===== config.mk =====
export PLATFORM = sky130hd
export DESIGN_NAME = infix_to_postfix_converter_unit
export DESIGN_NICKNAME = d
export VERILOG_FILES = /design/src/hdl/itp_pkg.sv /design/src/hdl/infix_to_postfix_converter_unit.sv /design/src/hdl/itp_front.sv /design/src/hdl/itp_back.sv
export SDC_FILE = /design/constraint.sdc
export NUM_CORES = 1
export LEC_CHECK = 0
export BUFFER_PORTS_ARGS = -buffer_cell sky130_fd_sc_hd__buf_4
export CAP_MARGIN = 25
export CORE_ASPECT_RATIO = 1.5
export CORE_UTILIZATION = 30
export CTS_BUF_LIST = sky130_fd_sc_hd__clkbuf_16
export CTS_CLUSTER_SIZE = 30
export DETAILED_ROUTE_END_ITERATION = 6
export HOLD_SLACK_MARGIN = 0.02
export PLACE_DENSITY = 0.42
export SLEW_MARGIN = 30
export SYNTH_ARGS = -nofsm -noshare
export SYNTH_HDL_FRONTEND = slang
export SYNTH_HIERARCHICAL = 1
export SYNTH_SLANG_ARGS = --single-unit

===== constraint.sdc =====
create_clock -name clk_i -period 5 [get_ports clk_i]
set_input_delay 1 -clock clk_i [delete_from_list [all_inputs] [get_ports clk_i]]
set_output_delay 1 -clock clk_i [all_outputs]
set_load 0.01 [all_outputs]

===== src/hdl/itp_pkg.sv =====
// itp_pkg: shared types, character codes, error codes and the precedence function
// for the infix to postfix converter. No dependencies.
`timescale 1ns / 1ps

package itp_pkg;

  localparam int unsigned STACK_DEPTH = 32;
  localparam int unsigned CNT_W       = $clog2(STACK_DEPTH + 1);
  localparam int unsigned IDX_W       = $clog2(STACK_DEPTH);

  localparam logic [7:0] CH_LPAR  = 8'h28;
  localparam logic [7:0] CH_RPAR  = 8'h29;
  localparam logic [7:0] CH_PLUS  = 8'h2B;
  localparam logic [7:0] CH_MINUS = 8'h2D;
  localparam logic [7:0] CH_MUL   = 8'h2A;
  localparam logic [7:0] CH_DIV   = 8'h2F;
  localparam logic [7:0] CH_POW   = 8'h5E;

  localparam logic [1:0] ERR_NONE     = 2'd0;
  localparam logic [1:0] ERR_OVERFLOW = 2'd1;
  localparam logic [1:0] ERR_UNMATCH  = 2'd2;

  localparam logic [1:0] PREC_NONE = 2'd0;
  localparam logic [1:0] PREC_ADD  = 2'd1;
  localparam logic [1:0] PREC_MUL  = 2'd2;
  localparam logic [1:0] PREC_POW  = 2'd3;

  typedef enum logic [2:0] {
    CLS_OPERAND,
    CLS_LPAR,
    CLS_RPAR,
    CLS_OPER,
    CLS_FLUSH
  } cls_e;

  // Classified command handed from the front to the back
  typedef struct packed {
    cls_e       cls;
    logic [7:0] ch;
    logic [1:0] prec;
  } cmd_t;

  function automatic logic [1:0] prec_of(input logic [7:0] c);
    logic [1:0] p;
    p = PREC_NONE;
    priority if (c == CH_POW)                      p = PREC_POW;
    else if (c == CH_MUL || c == CH_DIV)           p = PREC_MUL;
    else if (c == CH_PLUS || c == CH_MINUS)        p = PREC_ADD;
    else                                           p = PREC_NONE;
    return p;
  endfunction

endpackage


===== src/hdl/infix_to_postfix_converter_unit.sv =====
// Infix to postfix converter (shunting-yard), top level.
// An operator pops each entry of equal or higher precedence down to the nearest '(',
// merging its final pop with its push; ')' pops up to and including its '(' and
// reports an error if unmatched; the end marker pops every stacked entry. Rate is set
// by the back's single stack port: one push or pop per cycle, unless a result is due and the output is stalled.
// Reset (rst_ni low, async): stack empty, queue empty, no result pending.
`timescale 1ns / 1ps

// Structure:
//  - itp_front classifies each character (operand, '(', ')', operator with
//    precedence, end marker) and holds up to two commands, so input stalls
//    only when the queue is full.
//  - itp_back works the queue head: unless a result is due while the output is
//    stalled, each cycle it does one stack step and may load one result into the
//    output register. The stack top is cached in a register so the entry below it
//    can be read in the same cycle, so the back knows if this pop is the item's last.
//  - An operator's final pop swaps it straight into the top slot, saving the
//    separate push step.
//  - The end marker uses a count of stacked operators to flag the last
//    emitted operator while stray '(' entries are dropped silently.
module infix_to_postfix_converter_unit import itp_pkg::*; (
  input  logic       clk_i,
  input  logic       rst_ni,
  input  logic       in_valid_i,
  output logic       in_stall_o,
  input  logic       kind_i,
  input  logic [7:0] character_i,
  output logic       out_valid_o,
  input  logic       out_stall_i,
  output logic [7:0] out_char_o,
  output logic [1:0] error_code_o,
  output logic       last_o
);

  logic cmd_valid;
  logic cmd_pop;
  cmd_t cmd;

  itp_front u_front (
    .clk_i       (clk_i),
    .rst_ni      (rst_ni),
    .in_valid_i  (in_valid_i),
    .in_stall_o  (in_stall_o),
    .kind_i      (kind_i),
    .character_i (character_i),
    .cmd_valid_o (cmd_valid),
    .cmd_o       (cmd),
    .cmd_pop_i   (cmd_pop)
  );

  itp_back u_back (
    .clk_i        (clk_i),
    .rst_ni       (rst_ni),
    .cmd_valid_i  (cmd_valid),
    .cmd_i        (cmd),
    .cmd_pop_o    (cmd_pop),
    .out_valid_o  (out_valid_o),
    .out_stall_i  (out_stall_i),
    .out_char_o   (out_char_o),
    .error_code_o (error_code_o),
    .last_o       (last_o)
  );

endmodule


===== src/hdl/itp_front.sv =====
// itp_front: accepts input items, classifies each character and queues the
// resulting command in a two-entry queue. Depends on itp_pkg.
`timescale 1ns / 1ps

module itp_front import itp_pkg::*; (
  input  logic       clk_i,
  input  logic       rst_ni,
  input  logic       in_valid_i,
  output logic       in_stall_o,
  input  logic       kind_i,
  input  logic [7:0] character_i,
  output logic       cmd_valid_o,
  output cmd_t       cmd_o,
  input  logic       cmd_pop_i
);

  cmd_t       mem_q [2];
  logic       wr_ptr_q, wr_ptr_d;
  logic       rd_ptr_q, rd_ptr_d;
  logic [1:0] cnt_q, cnt_d;
  logic       push;
  cmd_t       cmd_in;

  // Classification
  always_comb begin
    cmd_in.ch   = character_i;
    cmd_in.prec = prec_of(character_i);
    priority if (kind_i)                    cmd_in.cls = CLS_FLUSH;
    else if (character_i == CH_LPAR)        cmd_in.cls = CLS_LPAR;
    else if (character_i == CH_RPAR)        cmd_in.cls = CLS_RPAR;
    else if (cmd_in.prec != PREC_NONE)      cmd_in.cls = CLS_OPER;
    else                                    cmd_in.cls = CLS_OPERAND;
  end

  assign in_stall_o  = (cnt_q == 2'd2);
  assign push        = in_valid_i && !in_stall_o;
  assign cmd_valid_o = (cnt_q != 2'd0);
  assign cmd_o       = mem_q[rd_ptr_q];

  always_comb begin
    wr_ptr_d = wr_ptr_q ^ push;
    rd_ptr_d = rd_ptr_q ^ cmd_pop_i;
    cnt_d    = cnt_q + {1'b0, push} - {1'b0, cmd_pop_i};
  end

  always_ff @(posedge clk_i or negedge rst_ni) begin
    if (!rst_ni) begin
      wr_ptr_q <= 1'b0;
      rd_ptr_q <= 1'b0;
      cnt_q    <= 2'd0;
    end else begin
      wr_ptr_q <= wr_ptr_d;
      rd_ptr_q <= rd_ptr_d;
      cnt_q    <= cnt_d;
    end
  end

  always_ff @(posedge clk_i) begin
    if (push) begin
      mem_q[wr_ptr_q] <= cmd_in;
    end
  end

endmodule


===== src/hdl/itp_back.sv =====
// itp_back: runs queued commands on the operator stack (one step per cycle unless
// a stalled output holds a result), drives the result register. Depends on itp_pkg.
`timescale 1ns / 1ps

module itp_back import itp_pkg::*; (
  input  logic       clk_i,
  input  logic       rst_ni,
  input  logic       cmd_valid_i,
  input  cmd_t       cmd_i,
  output logic       cmd_pop_o,
  output logic       out_valid_o,
  input  logic       out_stall_i,
  output logic [7:0] out_char_o,
  output logic [1:0] error_code_o,
  output logic       last_o
);

  // Stack with cached top: top_q is the top entry, stack_q holds the rest.
  logic [7:0]       stack_q [STACK_DEPTH];
  logic [7:0]       top_q;
  logic [CNT_W-1:0] count_q, count_d;
  logic [CNT_W-1:0] ops_q, ops_d;
  logic [CNT_W-1:0] cnt_m1, cnt_m2;
  logic [7:0]       next_top;
  logic             empty, full, have2;
  logic             top_lpar, next_lpar;
  logic [1:0]       top_prec, next_prec;

  logic             do_pop, do_push, do_swap, emit, done, step;
  logic [7:0]       e_char;
  logic [1:0]       e_err;
  logic             e_last;
  logic             out_free;
  logic             out_valid_q;
  logic [7:0]       out_char_q;
  logic [1:0]       out_err_q;
  logic             out_last_q;

  assign cnt_m1    = count_q - CNT_W'(1);
  assign cnt_m2    = count_q - CNT_W'(2);
  assign next_top  = stack_q[cnt_m2[IDX_W-1:0]];
  assign empty     = (count_q == '0);
  assign full      = (count_q == CNT_W'(STACK_DEPTH));
  assign have2     = (count_q >= CNT_W'(2));
  assign top_lpar  = (top_q == CH_LPAR);
  assign next_lpar = (next_top == CH_LPAR);
  assign top_prec  = prec_of(top_q);
  assign next_prec = prec_of(next_top);
  assign out_free  = !out_valid_q || !out_stall_i;

  always_comb begin
    do_pop  = 1'b0;
    do_push = 1'b0;
    do_swap = 1'b0;
    emit    = 1'b0;
    done    = 1'b0;
    e_char  = 8'd0;
    e_err   = ERR_NONE;
    e_last  = 1'b0;
    unique case (cmd_i.cls)
      CLS_OPERAND: begin
        emit   = 1'b1;
        e_char = cmd_i.ch;
        e_last = 1'b1;
        done   = 1'b1;
      end
      CLS_LPAR: begin
        done = 1'b1;
        if (full) begin
          emit   = 1'b1;
          e_err  = ERR_OVERFLOW;
          e_last = 1'b1;
        end else begin
          do_push = 1'b1;
        end
      end
      CLS_OPER: begin
        if (!empty && !top_lpar && top_prec >= cmd_i.prec) begin
          emit   = 1'b1;
          e_char = top_q;
          e_last = !(have2 && !next_lpar && next_prec >= cmd_i.prec);
          // Final pop: the incoming operator replaces the popped top
          if (e_last) begin
            do_swap = 1'b1;
            done    = 1'b1;
          end else begin
            do_pop = 1'b1;
          end
        end else if (full) begin
          emit   = 1'b1;
          e_err  = ERR_OVERFLOW;
          e_last = 1'b1;
          done   = 1'b1;
        end else begin
          do_push = 1'b1;
          done    = 1'b1;
        end
      end
      CLS_RPAR: begin
        if (empty) begin
          emit   = 1'b1;
          e_err  = ERR_UNMATCH;
          e_last = 1'b1;
          done   = 1'b1;
        end else if (top_lpar) begin
          do_pop = 1'b1;
          done   = 1'b1;
        end else begin
          do_pop = 1'b1;
          emit   = 1'b1;
          e_char = top_q;
          e_last = have2 && next_lpar;
        end
      end
      CLS_FLUSH: begin
        if (empty) begin
          done = 1'b1;
        end else begin
          do_pop = 1'b1;
          done   = (count_q == CNT_W'(1));
          if (!top_lpar) begin
            emit   = 1'b1;
            e_char = top_q;
            e_last = (ops_q == CNT_W'(1));
          end
        end
      end
      default: begin
        done = 1'b1;
      end
    endcase
  end

  assign step      = cmd_valid_i && (!emit || out_free);
  assign cmd_pop_o = step && done;

  always_comb begin
    count_d = count_q;
    ops_d   = ops_q;
    if (step) begin
      if (do_push) begin
        count_d = count_q + CNT_W'(1);
        if (cmd_i.cls == CLS_OPER) ops_d = ops_q + CNT_W'(1);
      end else if (do_pop) begin
        count_d = cnt_m1;
        if (!top_lpar) ops_d = ops_q - CNT_W'(1);
      end
    end
  end

  always_ff @(posedge clk_i or negedge rst_ni) begin
    if (!rst_ni) begin
      count_q     <= '0;
      ops_q       <= '0;
      out_valid_q <= 1'b0;
    end else begin
      count_q <= count_d;
      ops_q   <= ops_d;
      if (step && emit) begin
        out_valid_q <= 1'b1;
      end else if (!out_stall_i) begin
        out_valid_q <= 1'b0;
      end
    end
  end

  always_ff @(posedge clk_i) begin
    if (step) begin
      if (do_push) begin
        if (!empty) stack_q[cnt_m1[IDX_W-1:0]] <= top_q;
        top_q <= cmd_i.ch;
      end else if (do_swap) begin
        top_q <= cmd_i.ch;
      end else if (do_pop) begin
        top_q <= next_top;
      end
    end
    if (step && emit) begin
      out_char_q <= e_char;
      out_err_q  <= e_err;
      out_last_q <= e_last;
    end
  end

  assign out_valid_o  = out_valid_q;
  assign out_char_o   = out_char_q;
  assign error_code_o = out_err_q;
  assign last_o       = out_last_q;

endmodule


# Word level (Yosys, flattened, before mapping)
# Memories as Yosys holds them, arrays and structs flattened.
# Index checks and enable logic that the tools add are counted.
# totals
regBits,36
ramBits,282
output_inout_bits,13
word_cells,153
mem_count,2
# memory_table
memory,depth,width,rd,rd_clocked_by_memory_dff,wr,line_no,rtl
u_back.stack_q,32,8,1,0,1,itp_back.sv:19,logic [7:0] stack_q [STACK_DEPTH];
u_front.mem_q,2,13,1,0,1,itp_front.sv:17,cmd_t mem_q [2];
# op_classes
n_addsub,7
magnitude_cmp,3
eq_ne,30
muxes,64
bitwise,2
reduce_logical,35
# op_table
op,n
"== test 8 x 6 -> 1 bit, second input constant",16
two-way mux 8 bit,6
two-way mux 6 bit,6
two-way mux 1 bit,33
"== test 8 x 7 -> 1 bit, second input constant",3
case mux 8 bit (3 select lines),1
two-way mux 2 bit,9
"adder 6 x 1 -> 6 bit, second input constant",2
"== test 6 x 1 -> 1 bit, second input constant",2
"subtractor 6 x 1 -> 6 bit, second input constant",2
case mux 1 bit (5 select lines),2
logical AND 1 bit,9
two-way mux 3 bit,3
logical NOT 1 bit,8
logical OR 1 bit,8
"== test 3 x 2 -> 1 bit, second input constant",2
"== test 6 bit, second input constant",1
">= comparator 6 x 2 -> 1 bit, second input constant",1
logical NOT 6 bit,1
case mux 2 bit (3 select lines),1
nonzero test 2 bit,3
"subtractor 5 x 2 -> 5 bit, second input constant",1
>= comparator 2 bit,2
"inequality test 2 bit, second input constant",2
other kinds (14),17

# Depth between registers and ports, before layout
# Gate-level depths: netlist of run 1.
# An unclocked memory read counts as a cell.
# depth
depth_word,15
ltp_mapped,26
mapped_depth_nobuf,21

# Cells and area by module
# Netlist of run 1, hierarchy kept.
# modules_own_cells
mod,instances,cells_each,area_each_um2,seq_area_each_um2
itp_back,1,769,12567.1,8583.2
itp_front,1,78,1282.5,880.8

# Worst setup path before layout of run 1
# Ideal clock, no wire load.
# synth_timing
kind,reg-to-reg
startpoint,register u_back.count_q[1]
endpoint,register u_front.cnt_q[1]
t_arrival_ns,5.203
required_ns,4.877
setup_slack_ns,-0.326
stages_incl_launch_ff,26
synth_period_minus_slack_ns,5.326
cell_sequence,dfrtp_1 -> buf_2 -> inv_2 -> buf_1 -> ha_1 -> buf_2 -> and2_1 -> clkbuf_1 -> a22oi_1 -> nand2_1 -> a222oi_1 -> nand2_1 -> or3_4 -> nor3_1 -> a31oi_1 -> ha_1 -> nand2b_1 -> a21oi_1 -> nor2_1 -> o31ai_4 -> o31a_2 -> ha_1 -> inv_1 -> ha_1 -> xnor2_1 -> xnor2_1
# synth_between
elab_chain_len,14
word_cells_on_any_way,39
# synth_rtl
element,line_no,rtl
from (decl),itp_back.sv:21,"logic [CNT_W-1:0] count_q, count_d;"
from (signal assigned),itp_back.sv:157,count_q <= count_d;
subtractor 5 x 2 -> 5 bit,itp_back.sv:40,assign cnt_m2 = count_q - CNT_W'(2);
memory read (32 x 8 bit),n/a,
== test 8 x 6 -> 1 bit,itp_pkg.sv:48,else if (c == CH_PLUS || c == CH_MINUS) p = PREC_ADD;
logical OR 1 bit,itp_pkg.sv:48,
two-way mux 1 bit,itp_pkg.sv:48,
two-way mux 2 bit,itp_pkg.sv:47,else if (c == CH_MUL || c == CH_DIV) p = PREC_MUL;
two-way mux 2 bit,itp_pkg.sv:46,priority if (c == CH_POW) p = PREC_POW;
>= comparator 2 bit,itp_back.sv:81,e_last = !(have2 && !next_lpar && next_prec >= cmd_i.prec);
logical AND 1 bit,itp_back.sv:81,
two-way mux 1 bit,itp_back.sv:83,if (e_last) begin
two-way mux 1 bit,itp_back.sv:78,if (!empty && !top_lpar && top_prec >= cmd_i.prec) begin
case mux 1 bit (3 select lines),itp_back.sv:60,unique case (cmd_i.cls)
logical AND 1 bit (*),itp_back.sv:135,assign cmd_pop_o = step && done;
net cmd_pop,infix_to_postfix_converter_unit.sv:36,logic cmd_pop;
subtractor 2 x 1 -> 2 bit (*),itp_front.sv:43,"cnt_d = cnt_q + {1'b0, push} - {1'b0, cmd_pop_i};"
net u_front.cnt_d[1],itp_front.sv:20,"logic [1:0] cnt_q, cnt_d;"
to (signal assigned),itp_front.sv:54,cnt_q <= cnt_d;
to (decl),itp_front.sv:20,
# The timed path passes the listed nets; every way through them passes the cells marked *.
# A chain may end at the register's enable or synchronous reset.

# Worst setup path in the final report of run 1
# layout_timing
startpoint,register u_back.count_q[2]
endpoint,register u_front.cnt_q[1]
# The elaborated chain is that of the path after synthesis.

==> results of run 1 <==
[layout by cell type, fill, tap and decap left out, types with 10 or more instances in the layout]
| master | count |
|---|---|
| mux4_2 | 33 |
| nand3_1 | 23 |
| ha_1 | 19 |
| a21oi_1 | 20 |
| edfxtp_1 | 301 |
| inv_1 | 19 |
| mux2_2 | 13 |
| dfrtp_1 | 16 |
| a22oi_1 | 26 |
| o21ai_0 | 15 |
| nand2_1 | 66 |
| clkbuf_16 | 38 |
| nor2_1 | 48 |
| xnor2_1 | 19 |
| buf_4 | 107 |
| nor3_1 | 10 |
| mux2i_1 | 59 |
[layer usage]
layer / track usage (%) / part of all wire, % / vias up
li1: - / - / 3560
met1: 17.1 / 38 / 3902
met2: 30.5 / 57 / 140
met3: 1.92 / 2.8 / 47
met4: 5.54 / 2.4 / 0
met5: 0 / 0 / -
[synthesized netlist by cell type, types with 5 or more instances]
cell type  number  area [um^2]
a21oi_1        20          100
a22o_1          8         70.1
a22oi_1        26          195
and3_1          5         31.3
buf_2           9         45.0
buf_4           5         37.5
buf_6           5         56.3
clkbuf_1        9         33.8
dfrtp_1        17          425
edfxtp_1      301         9040
ha_1           20          250
inv_1          16         60.1
mux2_2         13          146
mux2_4          6         90.1
mux2i_1        60          601
mux4_1          7          184
mux4_2         33          743
nand2_1        66          248
nand2b_1        8         50.1
nand3_1        23          115
nor2_1         49          184
nor2b_1         5         31.3
nor3_1         13         65.1
o21ai_0        15         75.1
o22ai_1         6         37.5
xnor2_1        19          166
[through the flow]
stage | util (%) | instance area, um^2 | worst slack (ns) | std cells
2_1_floorplan | - | 13900 | 0.00995 | 847
4_1_cts | 36.0 | 16400 | 0.137 | 1571
5_1_grt | 36.1 | 16500 | 0.0220 | 1572
3_5_place_dp | 33.3 | 15200 | 0.189 | 1511
6_report | 36.1 | 16500 | 0.316 | 1572
3_3_place_gp | 33.3 | 15200 | 0.226 | 1511
[path summary, 6_finish.rpt]
check	startpoint	slack, ns	end
max	u_back/count_q[2]$_DFFE_PN0P_	0.32	u_front/cnt_q[1]$_DFF_PN0_
min	rst_ni	0.35	u_front/wr_ptr_q$_DFF_PN0_
max reg2reg	u_back/count_q[2]$_DFFE_PN0P_	0.32	u_front/cnt_q[1]$_DFF_PN0_
min reg2reg	u_back/ops_q[5]$_DFFE_PN0P_	0.49	u_back/ops_q[5]$_DFFE_PN0P_
max in group asynchronous	rst_ni	4.42	u_back/count_q[0]$_DFFE_PN0P_
min in group clk_i	u_back/ops_q[5]$_DFFE_PN0P_	0.49	u_back/ops_q[5]$_DFFE_PN0P_
[power breakdown]
group,internal [uW],switching (uW),total (uW)
Combinational,2070,2980,5050
Clock,1650,1050,2700
Sequential,3610,173,3780
Total,7340,4200,11500
[registers in the layout, summed over array words and instances, names as in the netlist]
signal	flops
u_back/last_o	1
u_back/stack_q	256
u_back/out_valid_o	1
u_front/cnt_q	2
u_back/ops_q	6
u_front/wr_ptr_q	1
u_front/rd_ptr_q	1
u_back/error_code_o	2
u_front/mem_q	26
u_back/top_q	8
u_back/out_char_o	8
u_back/count_q	6
[layout make-up]
type,instances,area [um^2]
clock buffer,37,926
clock inverter,23,282
fill,4358,29200
inverter,17,63.8
multi-input combinational,478,4110
sequential,318,9470
tap,588,736
timing repair buffer,111,888
[logic make-up after synthesis]
group | count (synthesis) | share of synthesized area [%]
fa+ha+maj | 20 | 1.81
flops | 318 | 68.3
simple gates | 209 | 7.70
compound gates | 107 | 5.70
xor+xnor | 23 | 1.45
buf+inv | 51 | 2.27
mux | 119 | 12.7
==> impl_metrics.env, run 1 <==
export IMPL_avgSynthCellArea_um2=16.4
export IMPL_die_width_um=177
export IMPL_synth_area_mm2=0.0138
export IMPL_diodes=0
export IMPL_drtPass1Iterations=7
export IMPL_portBuffers=25
export IMPL_coreArea_mm2=0.0456
export IMPL_nNetsFinal=993
export IMPL_synth_cell_types=71
export IMPL_cap_violations=0
export IMPL_cts_hold_buffers=0
export IMPL_syn_inst=847
export IMPL_rsz0062_at_grt="false"
export IMPL_clk_path_buf_depth=3
export IMPL_worst_slew_pin_transition_ns=0.723
export IMPL_vias=7649
export IMPL_cts_resized=0
export IMPL_cp_common_cell="ha_1"
export IMPL_cts_sinks=318
export IMPL_grt_first_pass_wirelength_um=53300
export IMPL_min_path_type="in -> async"
export IMPL_grt_total_usage_pct=15.7
export IMPL_status="finished clean"
export IMPL_p_leak_uw=0.00579
export IMPL_clk_insertion_delay_late_ns=0.53
export IMPL_syn2layout_area_growth_pct=18.9
export IMPL_antenna_found_initial=0
export IMPL_fp_dieArea_mm2=0.0470
export IMPL_crit_family="simple AND/OR/NAND/NOR gates"
export IMPL_ant_nets=0
export IMPL_htreeDepth=2
export IMPL_cp_slowest_cell="or3_4"
export IMPL_max_slew_margin_pct=51.6
export IMPL_maxSlewViolCount=0
export IMPL_cts_buffers=34
export IMPL_ir_drop_mv=0.329
export IMPL_yosys_warnings=6
export IMPL_place_congestion=0.795
export IMPL_fin_crit_ns=4.68
export IMPL_cts_tree="yes"
export IMPL_fmax_ghz=0.213
export IMPL_worst_setup_path_start_kind="flip-flop"
export IMPL_max_stage_delay_ns=0.41
export IMPL_hold_violations=0
export IMPL_syn_num_nets=880
export IMPL_grt_max_degree=37
export IMPL_cp_cell_sequence="inv_1, ha_4, buf_12, and2_4, a22oi_1, nand2_1, a222oi_1, nand2_1, or3_4, nor3_2, a31oi_1, ha_1, nand2b_1, a21oi_1, nor2_2, o31ai_4, o31a_2, ha_1, inv_1, ha_1, xnor2_1, xnor2_1"
export IMPL_clkTransAtPathRegs_ns=0.07
export IMPL_power_density_mw_per_mm2=700
export IMPL_fp_row_count=96
export IMPL_crit_cells=22
export IMPL_post_route_period_util_pct=93.7
export IMPL_drc=0
export IMPL_root_buffer="clkbuf_16"
export IMPL_drt_initial_drc_count=503
export IMPL_grt_ovfl_total=0
export IMPL_dp_hpwl_um=24900
export IMPL_postCtsSetupBuffers=0
export IMPL_synthFlopType="edfxtp_1"
export IMPL_fin_setup_tns_ns=0
export IMPL_die_h_um=265
export IMPL_ys_seq_area_share_pct=68.3
export IMPL_ios=26
export IMPL_reg2reg_depth=22
export IMPL_start_util_pct=30.3
export IMPL_required_ns=5.45
export IMPL_critPathCaptureType="flip-flop"
export IMPL_path_class="reg -> reg"
export IMPL_synthArstFlopShare_pct=5.35
export IMPL_setup_viol_count_final=0
export IMPL_arrival_ns=5.13
export IMPL_routed_wl_um=36000
export IMPL_synth_edf_count=301
export IMPL_routed_via_density=4.87
export IMPL_wl_per_cell_um=22.9
export IMPL_critPathMaxFanout=24
export IMPL_drive_gt1_share_pct=25.4
export IMPL_crit_buf_inv=3
export IMPL_power_total_uw=11500
export IMPL_ys_ff_latch=318
export IMPL_first_global_vias=8089
export IMPL_hold_worst_slack_ns=0.345
export IMPL_skew_ns=0.0172
Power figures use the tool's default switching activity.
==> run 2, diff against run 1 <==
Settings changed: GPL_TIMING_DRIVEN set to 0.
==> run 2 against run 1 <==
Effect of this change:
- the run now ends with setup timing left
- maximum frequency decreased by 8.8%
- non-clock buffer count fell by 5
- worst setup slack got worse by 0.45 ns
- via count grew 0.54%
- clock skew is 0.0018 ns higher
- core utilization is 0.64 points higher
- final cell count shrank 0.38%
- final area grew 1.8%
- global-route usage increased by 0.98 points
- critical endpoint unchanged
- largest power group unchanged
- highest routed layer unchanged
==> impl_metrics.env, run 2 (synthesis results as in run 1) <==
export IMPL_fmax_ghz=0.195
export IMPL_largest_reg_flops=256
export IMPL_violations="setup timing"
export IMPL_arrival_ns=5.61
export IMPL_cts_tree="yes"
export IMPL_fp_row_count=96
export IMPL_cts_sinks=318
export IMPL_clkTransAtPathRegs_ns=0.07
export IMPL_drive_gt1_share_pct=29.6
export IMPL_cp_slowest_cell="a222oi_1"
export IMPL_crit_buf_inv=4
export IMPL_cts_buffers=31
export IMPL_post_route_period_util_pct=103
export IMPL_hold_worst_slack_ns=0.284
export IMPL_place_congestion=0.808
export IMPL_place_inst=1479
export IMPL_diodes=0
export IMPL_routed_wl_um=38600
export IMPL_layout_common_cells="301 x edfxtp_1, 64 x buf_4, 61 x nand2_1"
export IMPL_vias=7690
export IMPL_rsz0062_at_grt="true"
export IMPL_setup_ws_ns=-0.138
export IMPL_first_global_vias=8084
export IMPL_coreArea_mm2=0.0456
export IMPL_p_leak_uw=0.00578
export IMPL_die_h_um=265
export IMPL_cap_violations=0
export IMPL_cp_common_cell="ha_4"
export IMPL_min_path_type="in -> async"
export IMPL_wl_per_cell_um=24.6
export IMPL_critPathMaxFanout=7
export IMPL_portBuffers=25
export IMPL_drtPass1Iterations=5
export IMPL_start_util_pct=30.3
export IMPL_drc=0
export IMPL_grt_ovfl_total=0
export IMPL_crit_family="compound AO/OA/AOI/OAI gates"
export IMPL_ant_nets=0
export IMPL_cp_cell_sequence="buf_6, clkinvlp_4, ha_4, buf_12, mux2i_1, a22oi_1, nand3_2, a222oi_1, nand2_2, or3_4, nor3_4, a31oi_1, ha_1, nand2b_4, a21oi_4, nor2_4, o31ai_4, o31a_2, ha_4, inv_2, ha_4, xnor2_2, xnor2_1"
export IMPL_power_density_mw_per_mm2=713
export IMPL_htreeDepth=1
export IMPL_required_ns=5.47
export IMPL_maxSlewViolCount=0
export IMPL_nNetsFinal=986
export IMPL_max_slew_margin_pct=11.3
export IMPL_fp_dieArea_mm2=0.0470
export IMPL_grt_max_degree=23
export IMPL_clk_insertion_delay_late_ns=0.59
export IMPL_die_width_um=177
export IMPL_setup_viol_count_final=1
export IMPL_root_buffer="clkbuf_16"
export IMPL_fin_crit_ns=5.14
export IMPL_path_class="reg -> reg"
export IMPL_cts_hold_buffers=0
export IMPL_ir_drop_mv=0.348
export IMPL_routed_via_density=4.91
export IMPL_clk_path_buf_depth=3
export IMPL_ios=26
export IMPL_critPathCaptureType="flip-flop"
export IMPL_final_core_utilization_pct=36.7
export IMPL_skew_ns=0.0191
export IMPL_grt_total_usage_pct=16.7
export IMPL_worst_slew_pin_transition_ns=1.32
export IMPL_dp_hpwl_um=27400
export IMPL_antenna_found_initial=0
export IMPL_max_stage_delay_ns=0.61
export IMPL_worst_setup_path_start_kind="flip-flop"
export IMPL_status="finished, violations left"
export IMPL_dp_slack_ns=-1.96
export IMPL_drt_initial_drc_count=519
export IMPL_final_common_cell="edfxtp_1"
export IMPL_layoutNonFillerInstCount=1566
export IMPL_syn2layout_area_growth_pct=21.1
export IMPL_grt_first_pass_wirelength_um=55500
export IMPL_hold_violations=0
[run 2: changes by cell type in the layout (fill, tap and decap cells not counted), moves of 7 or more]
cell	previous run	this run
clkbuf_16	38	31
nor2_1	48	15
buf_6	0	15
nor2_4	0	29
o21ai_0	15	6
o21ai_1	1	9
buf_4	107	64
[run 2: worst paths after layout]
kind	from	to	slack (ns)	cells after the start
worst max-delay path	u_back/count_q[2]$_DFFE_PN0P_	u_front/cnt_q[1]$_DFF_PN0_	-0.14	23
worst min-delay path	rst_ni	u_back/count_q[3]$_DFFE_PN0P_	0.28	1
worst min register to register	u_back/ops_q[5]$_DFFE_PN0P_	u_back/ops_q[5]$_DFFE_PN0P_	0.48	1
max in group asynchronous	rst_ni	u_back/count_q[1]$_DFFE_PN0P_	4.46	1
min in group clk_i	u_back/ops_q[5]$_DFFE_PN0P_	u_back/ops_q[5]$_DFFE_PN0P_	0.48	1
worst max register to register	u_back/count_q[2]$_DFFE_PN0P_	u_front/cnt_q[1]$_DFF_PN0_	-0.14	23
[run 2: power by group]
| group | internal [uW] | switching, uW |
|---|---|---|
| Clock | 1220 | 1010 |
| Sequential | 3610 | 213 |
| Combinational | 2400 | 3510 |
[run 2: layout make-up]
cell class | count | area, um^2
fillers | 4407 | 28900
well taps | 588 | 736
inverters | 17 | 87.6
plain buffers | 28 | 287
repair buffers | 78 | 711
multi-input cells | 479 | 4530
flip-flops and latches | 318 | 9470
clock inverters | 27 | 174
clock buffers | 31 | 776
[run 2: stage by stage]
step | area [um^2] | total power, uW | TNS, ns
2_1_floorplan | 13900 | 6950 | 0
3_3_place_gp | 14800 | 8790 | -233.32
3_5_place_dp | 15100 | 8970 | -129.33
4_1_cts | 16600 | 11900 | -0.181
5_1_grt | 16800 | 12500 | -0.687
6_report | 16800 | 12000 | -0.138
[run 2: per-layer routing]
layer,vias to the layer above,track usage (%),share of wire [%]
li1,3547,-,-
met1,3904,18.3,37
met2,167,32.0,56
met3,72,1.84,3.1
met4,0,6.79,4.0
met5,-,0,0
[run 2: repair_timing]
item | 4_1_cts | 5_1_grt
resized for setup | 112 | 21
pin swaps | 20 | 19
cloned | 0 | 1
buffers inserted | 20 | 14
setup endpoints to repair | 262 | 273
